==> config.mk <==
export PLATFORM = sky130hd
export DESIGN_NAME = ptlb_front
export DESIGN_NICKNAME = d
export VERILOG_FILES = /design/src/hdl/ptlb_pkg.sv /design/src/hdl/ptlb_front.sv
export SDC_FILE = /design/constraint.sdc
export NUM_CORES = 1
export LEC_CHECK = 0
export ABC_CLOCK_PERIOD_IN_PS = 4000
export BUFFER_PORTS_ARGS = -buffer_cell sky130_fd_sc_hd__clkbuf_2
export CORE_MARGIN = 2
export CORE_UTILIZATION = 35
export CTS_CLUSTER_DIAMETER = 150
export CTS_CLUSTER_SIZE = 30
export DETAILED_ROUTE_END_ITERATION = 7
export MAX_ROUTING_LAYER = met4
export PLACE_DENSITY = 0.62
export SETUP_SLACK_MARGIN = 0.15
export SLEW_MARGIN = 25
export SYNTH_ARGS = -nofsm -noshare
export SYNTH_HDL_FRONTEND = slang
export SYNTH_SLANG_ARGS = --single-unit
==> constraint.sdc <==
create_clock -name clock -period 4 [get_ports clock]
set_clock_uncertainty 0.1 [all_clocks]
set_input_delay 0.2 -clock clock [delete_from_list [all_inputs] [get_ports clock]]
set_output_delay 0.2 -clock clock [all_outputs]
set_load 0.02 [all_outputs]
==> src/hdl/ptlb_pkg.sv <==
// ----------------------------------------------------------------------------
// ptlb_pkg
// shared types and constants of the per-task line buffer transmit mux
// ----------------------------------------------------------------------------
package ptlb_pkg;

   localparam int unsigned TASK_ID_W = 3;
   localparam int unsigned CHAR_W    = 8;
   localparam int unsigned STATUS_W  = 2;

   localparam logic [CHAR_W-1:0] NEWLINE_CODE = 8'd10;

   localparam logic KIND_CHAR     = 1'b0;
   localparam logic KIND_TX_READY = 1'b1;

   localparam logic [STATUS_W-1:0] STATUS_OK       = 2'd0;
   localparam logic [STATUS_W-1:0] STATUS_TASK_FULL = 2'd1;
   localparam logic [STATUS_W-1:0] STATUS_TX_OVF   = 2'd2;

   typedef struct packed {
      logic                 kind;
      logic [TASK_ID_W-1:0] task_id;
      logic [CHAR_W-1:0]    char_code;
   } req_type;

   typedef struct packed {
      logic                tx_valid;
      logic [CHAR_W-1:0]   tx_char;
      logic [STATUS_W-1:0] status;
      logic                tx_pending;
   } rsp_type;

   typedef enum logic [1:0] {
      OP_PUSH,
      OP_DROP,
      OP_POP
   } op_type;

   // classified command from front to back
   typedef struct packed {
      op_type               op;
      logic [TASK_ID_W-1:0] task_id;
      logic [CHAR_W-1:0]    char_code;
   } cmd_type;

endpackage

==> src/hdl/ptlb_front.sv <==
// ----------------------------------------------------------------------------
// ptlb_front
// accepts items, classifies them and queues commands for the back end
// ----------------------------------------------------------------------------
module ptlb_front #(
   parameter int unsigned NUM_TASKS = 8
) (
   input  logic              clock,
   input  logic              reset,
   input  logic              req_valid,
   output logic              req_ready,
   input  ptlb_pkg::req_type req_data,
   output logic              cmd_valid,
   input  logic              cmd_ready,
   output ptlb_pkg::cmd_type cmd_data
);
   import ptlb_pkg::*;

   cmd_type q_ff [2];
   cmd_type q_in;
   logic    wr_ptr_ff, rd_ptr_ff;
   logic [1:0] cnt_ff;
   logic    push, pop;

   assign req_ready = (cnt_ff != 2'd2);
   assign cmd_valid = (cnt_ff != 2'd0);
   assign cmd_data  = q_ff[rd_ptr_ff];
   assign push      = req_valid && req_ready;
   assign pop       = cmd_valid && cmd_ready;

   always_comb begin
      q_in.task_id   = req_data.task_id;
      q_in.char_code = req_data.char_code;
      if (req_data.kind == KIND_TX_READY) begin
         q_in.op = OP_POP;
      end else if (32'(req_data.task_id) >= NUM_TASKS) begin
         q_in.op = OP_DROP;
      end else begin
         q_in.op = OP_PUSH;
      end
   end

   always_ff @(posedge clock) begin
      if (push) begin
         q_ff[wr_ptr_ff] <= q_in;
      end
   end

   always_ff @(posedge clock) begin
      if (reset) begin
         wr_ptr_ff <= 1'b0;
         rd_ptr_ff <= 1'b0;
         cnt_ff    <= 2'd0;
      end else begin
         if (push) wr_ptr_ff <= ~wr_ptr_ff;
         if (pop)  rd_ptr_ff <= ~rd_ptr_ff;
         cnt_ff <= cnt_ff + {1'b0, push} - {1'b0, pop};
      end
   end

endmodule

==> results.md, run 1 <==
* Count of different cell masters after synthesis at 18
* RSZ-0062 raised after global routing: no
* Post-synth EDFFs at 24
* Syn-to-layout area delta at 32.85%
* CTS Hold Bufs at 12
* Initial antenna violation count at 0
* CTS Buf Count at 5
* Gr usage total at 11.37%
* Fill count at 266
* Layout cells sized above 1 at 38.18%
* Largest cells by area after synthesis: edfxtp_1, mux2_1, dfxtp_1, ha_1, mux2_2
* Core Area at 0.003028 mm2
* Tcrit/Tclk final at 45.97%
* Peak supply drop at 0.2675 mV
* Final total power at 0.0008398 W
* Worst Reg-to-Reg Cells at 3
* Max-slew violation count at 0
* Post-Route WL at 1671 um
* Initial cell density of the core at 36.74%
* H-tree depth at 2
* Outcome: finished clean
* 1st-iter DRT viols at 5
* Post-Syn Nets at 81
* Top post-synthesis cells by count: edfxtp_1, mux2_1, dfxtp_1, nor2_1
* First-pass GRT wire length at 2642 um
* Class of the worst hold path: input pin to flip-flop
* CTS max path bufs at 2
* Area fraction of the dominant cell type after synthesis at 64.79%
* Worst R2R Start: cnt_ff[0]
* Final hold vios at 0
* # rows at 20
* GP Congestion at 0.6365
* DRC Markers at 0
* Avg Inst Size Synth at 17.66 um2
* Reg2Reg Setup Slack at 2160 ps
* Die Ht at 60.38 um
* Buffers on Ports at 29
* Hold path start: reset
* Crit. End Element: flip-flop
* Setup TNS at 0 ps
* Tmin final at 1839 ps
* Hold path depth at 2
* Largest net degree at the start of global routing at 13
* Clk sinks at 29
* Seq cells post-synth at 29
* Worst Tran Pin Value at 1005 ps
* Syn. warnings at 0
* Slew HR at 32.78%
* Setup violations, final at 0
* Setup bufs post-CTS at 0
* R2R Path End: q_ff[0][0]
* Register area share after synthesis at 73.79%
* DPL Wire Length at 1142 um
* CTS tree: built
* Achievable Freq at 0.5439 GHz
* Die ar. at 0.003645 mm2
* Pre-CTS worst setup slack at 2131 ps
* Root buffer cell: clkbuf_4
* Grt ovf at 0
* Drt wl/cell at 10.85 um
* Crit path kind: flip-flop to flip-flop
* Antenna cell count at 0
* Crit start category: flip-flop
* Crit Path Max Fanout at 12
* Worst-path clk slew at 80 ps
* Clock Latency Late Sink at 320 ps
* Die Width at 60.38 um
* Boundary Pins at 31
* Post-synthesis cell count at 63
* Data arrival, critical path at 1680 ps
* CTS resizes at 0
* Final net count at 127
* Final worst slack at 2161 ps
* Top FF cell, synth: edfxtp_1
* DR vias at 639
* Synth async-reset ratio at 0%
* Antenna viol nets, final at 0
* Max-cap violations at 0
* Area of the mapped netlist at 0.001112 mm2
* Lkg Pwr at 0.5957 nW
* PD cells at 568.3 mW/mm2
* Drt pass-1 iters at 3
* Count leader, synth: edfxtp_1
* Cell taking the most area after synthesis: edfxtp_1
* DR vias/cell at 4.149
* Vias in the first global route at 617
* CP Data Required Time at 3840 ps
[flip-flops by register name (all words and copies together), names as in the netlist, named ones only]
register   count
cnt_ff         2
wr_ptr_ff      1
rd_ptr_ff      1
q_ff          24
[worst max path at each step]
| stage | from | to | slack, ps |
|---|---|---|---|
| after floorplan | cnt_ff[0] | q_ff[0][0] | 2350 |
| after global placement | cnt_ff[0] | q_ff[0][8] | 2190 |
| after detailed placement | cnt_ff[0] | q_ff[0][10] | 2130 |
| after CTS | flip-flop | cmd_data[12] | 2100 |
| after global routing | cnt_ff[0] | q_ff[0][12] | 2020 |
| final | cnt_ff[0] | q_ff[0][0] | 2160 |
[metrics by stage]
step	instance area [um2]	utilization (%)	cells	hold slack, ps
after floorplan	1112	-	63	171.6
after global placement	1297	42.85	134	294.7
after detailed placement	1297	42.85	134	293.7
after CTS	1478	48.80	154	10.43
after global routing	1478	48.80	154	16.00
final	1478	48.80	154	34.95
[cell type report]
| cell class | instances | area (um2) | share of cell area [%] |
|---|---|---|---|
| inverters | 1 | 3.754 | 0.2540 |
| clock inverters | 2 | 8.758 | 0.5927 |
| repair buffers | 41 | 265.3 | 17.95 |
| flip-flops and latches | 29 | 820.8 | 55.55 |
| clock buffers | 6 | 51.30 | 3.472 |
| well taps | 44 | 55.05 | 3.726 |
| multi-input cells | 31 | 272.8 | 18.46 |
[critical path: stages (launching register included)]
cell and delay (ps):
dfxtp_1 370, nand2b_2 160, nand2_2 80, nor2_1 760
[layer usage]
layer | GRT usage (%) | routed length (um) | up-vias
li1 | - | - | 320
met1 | 12.24 | 741 | 290
met2 | 15.68 | 748 | 25
met3 | 6.610 | 145 | 4
met4 | 7.619 | 36 | 0
met5 | - | 0 | -
[power breakdown]
group / internal (W) / switching [W]
sequential: 0.000383 / 0.0000317
clock: 0.0000825 / 0.0000920
combinational: 0.000111 / 0.000140
total: 0.000576 / 0.000264
[layout by cell type (no fill, tap or decap), drive strengths merged]
cell,count
conb,1
xnor2,2
nand2,1
clkbuf,35
nor2,5
mux2,13
inv,1
xor2,1
or2,1
and3,1
ha,2
nor2b,2
clkinv,2
o21a,1
dlygate4sd3,12
dfxtp,5
nand2b,1
edfxtp,24
[cells by family (layout without fill, tap and decap cells)]
| group | Yosys count | count (layout) | synth area share [%] |
|---|---|---|---|
| fa+ha+maj | 2 | 2 | 2.249 |
| mux | 13 | 13 | 13.50 |
| flops | 29 | 29 | 73.79 |
| simple gates | 11 | 11 | 5.288 |
| compound gates | 1 | 1 | 0.7875 |
| xor+xnor | 3 | 3 | 2.363 |
| buf+inv | 3 | 50 | 1.687 |
| other cells | 1 | 1 | 0.3371 |
(Power assumes the default switching activity.)
==> run 2: changes to the inputs <==
ABC_CLOCK_PERIOD_IN_PS = 1900   (was 4000)
clock period = 1.9 ns   (was 4 ns; I/O delays follow)
==> run 2 against run 1 <==
Power up 110%. Count of clock-buffer cells in the layout down 1. Hold slack worse by 13 ps. Die area unchanged. Sequential share of layout area down 0.52 points. Critical path depth up 4.
==> results.md, run 2 (synthesis results as in run 1) <==
* CTS tree: built
* Syn-to-layout area delta at 34.31%
* Buffers on Ports at 29
* DPL Wire Length at 1263 um
* DR vias at 671
* PD cells at 1165 mW/mm2
* Worst-path clk slew at 80 ps
* Die Ht at 60.38 um
* CTS max path bufs at 2
* Largest reg by FF count: q_ff
* Die ar. at 0.003645 mm2
* Initial antenna violation count at 0
* Max-cap violations at 0
* Clock Latency Late Sink at 310 ps
* Drt wl/cell at 11.56 um
* Root buffer cell: clkbuf_4
* Max-slew violation count at 0
* Biggest regs: q_ff (24), cnt_ff (2)
* Setup violations, final at 0
* Crit. End Element: flip-flop
* Layout cells sized above 1 at 38.94%
* GP Congestion at 0.6511
* Crit start category: flip-flop
* Antenna viol nets, final at 0
* Commonest non-fill, non-tap cell in the layout: clkbuf_2
* Antenna cell count at 0
* # rows at 20
* Setup bufs post-CTS at 0
* First-pass GRT wire length at 2911 um
* Outcome: finished clean
* Final hold slack at 22.30 ps
* CTS Buf Count at 5
* RSZ-0062 raised after global routing: no
* Final hold vios at 0
* CP Data Required Time at 2010 ps
* Post-Route WL at 1815 um
* DR vias/cell at 4.274
* Initial cell density of the core at 36.74%
* Class of the worst hold path: input pin to flip-flop
* Setup TNS at 0 ps
* H-tree depth at 2
* Crit path kind: flip-flop to flip-flop
* Core Area at 0.003028 mm2
* DRC Markers at 0
* Crit Path Max Fanout at 4
* Boundary Pins at 31
* Final net count at 130
* 1st-iter DRT viols at 9
* Max FFs per register at 24
* Gr usage total at 12.09%
* Lkg Pwr at 0.6050 nW
* Die Width at 60.38 um
* Drt pass-1 iters at 4
* Largest net degree at the start of global routing at 13
* Vias in the first global route at 700
* Data arrival, critical path at 1760 ps
* Commonest non-fill, non-tap cells in the layout: clkbuf_2, edfxtp_1, dlygate4sd3_1
* Clk sinks at 29
* Tmin final at 1644 ps
* Tcrit/Tclk final at 86.52%
* Grt ovf at 0
* Peak supply drop at 0.7010 mV
* Achievable Freq at 0.6083 GHz
[run 2: cell type report]
type	count	area (um2)
Inverter	1	3.754
Multi-Input combinational cell	31	272.8
Tap cell	44	55.05
Fill cell	277	1534
Clock inverter	3	12.51
Timing Repair Buffer	44	290.3
Sequential cell	29	822.0
Clock buffer	5	37.54
[run 2: report_power, final]
part	internal (W)	total, W	switching [W]
Combinational	0.000245	0.000540	0.000295
Sequential	0.000807	0.000878	0.0000709
Clock	0.000133	0.000323	0.000189
[run 2: what timing repair did]
| action | CTS | global route |
|---|---|---|
| endpoints found under the hold margin | 28 | 0 |
| resized for setup | 1 | 0 |
| setup endpoints to repair | 12 | 0 |
| hold buffers | 13 | 0 |
[run 2: worst paths after layout]
path	endpoint	cells past startpoint	slack (ps)	start
worst max-delay path	cnt_ff[1]	7	260	cnt_ff[1]
worst min register to register	rd_ptr_ff	2	440	rd_ptr_ff
worst min-delay path	wr_ptr_ff	3	20	req_valid
worst max register to register	cnt_ff[1]	7	260	cnt_ff[1]
[run 2: worst max-delay path: stages (launching register included)]
cell and delay (ps):
dfxtp_1 360, o21a_2 240, ha_1 280, inv_1 60, ha_1 140, xor2_1 170, xnor2_1 140, nor2_1 50
[run 2: metal layers]
metal | vias up | GRT usage (%) | routed length, um
met1 | 317 | 11.34 | 727
met4 | 0 | 5.714 | 42
li1 | 324 | - | -
met2 | 25 | 20.50 | 915
met5 | - | - | 0
met3 | 5 | 5.970 | 130
[run 2: stage by stage]
stage	cells	power (W)	setup slack [ps]	utilization (%)	cell area, um2
2_1_floorplan	63	0.001251	248.0	-	1112
6_report	157	0.001740	256.2	49.34	1494
5_1_grt	157	0.001858	159.3	49.34	1494
3_5_place_dp	136	0.001424	247.9	43.35	1313
3_3_place_gp	136	0.001400	313.2	43.35	1313
4_1_cts	157	0.001774	233.1	49.34	1494
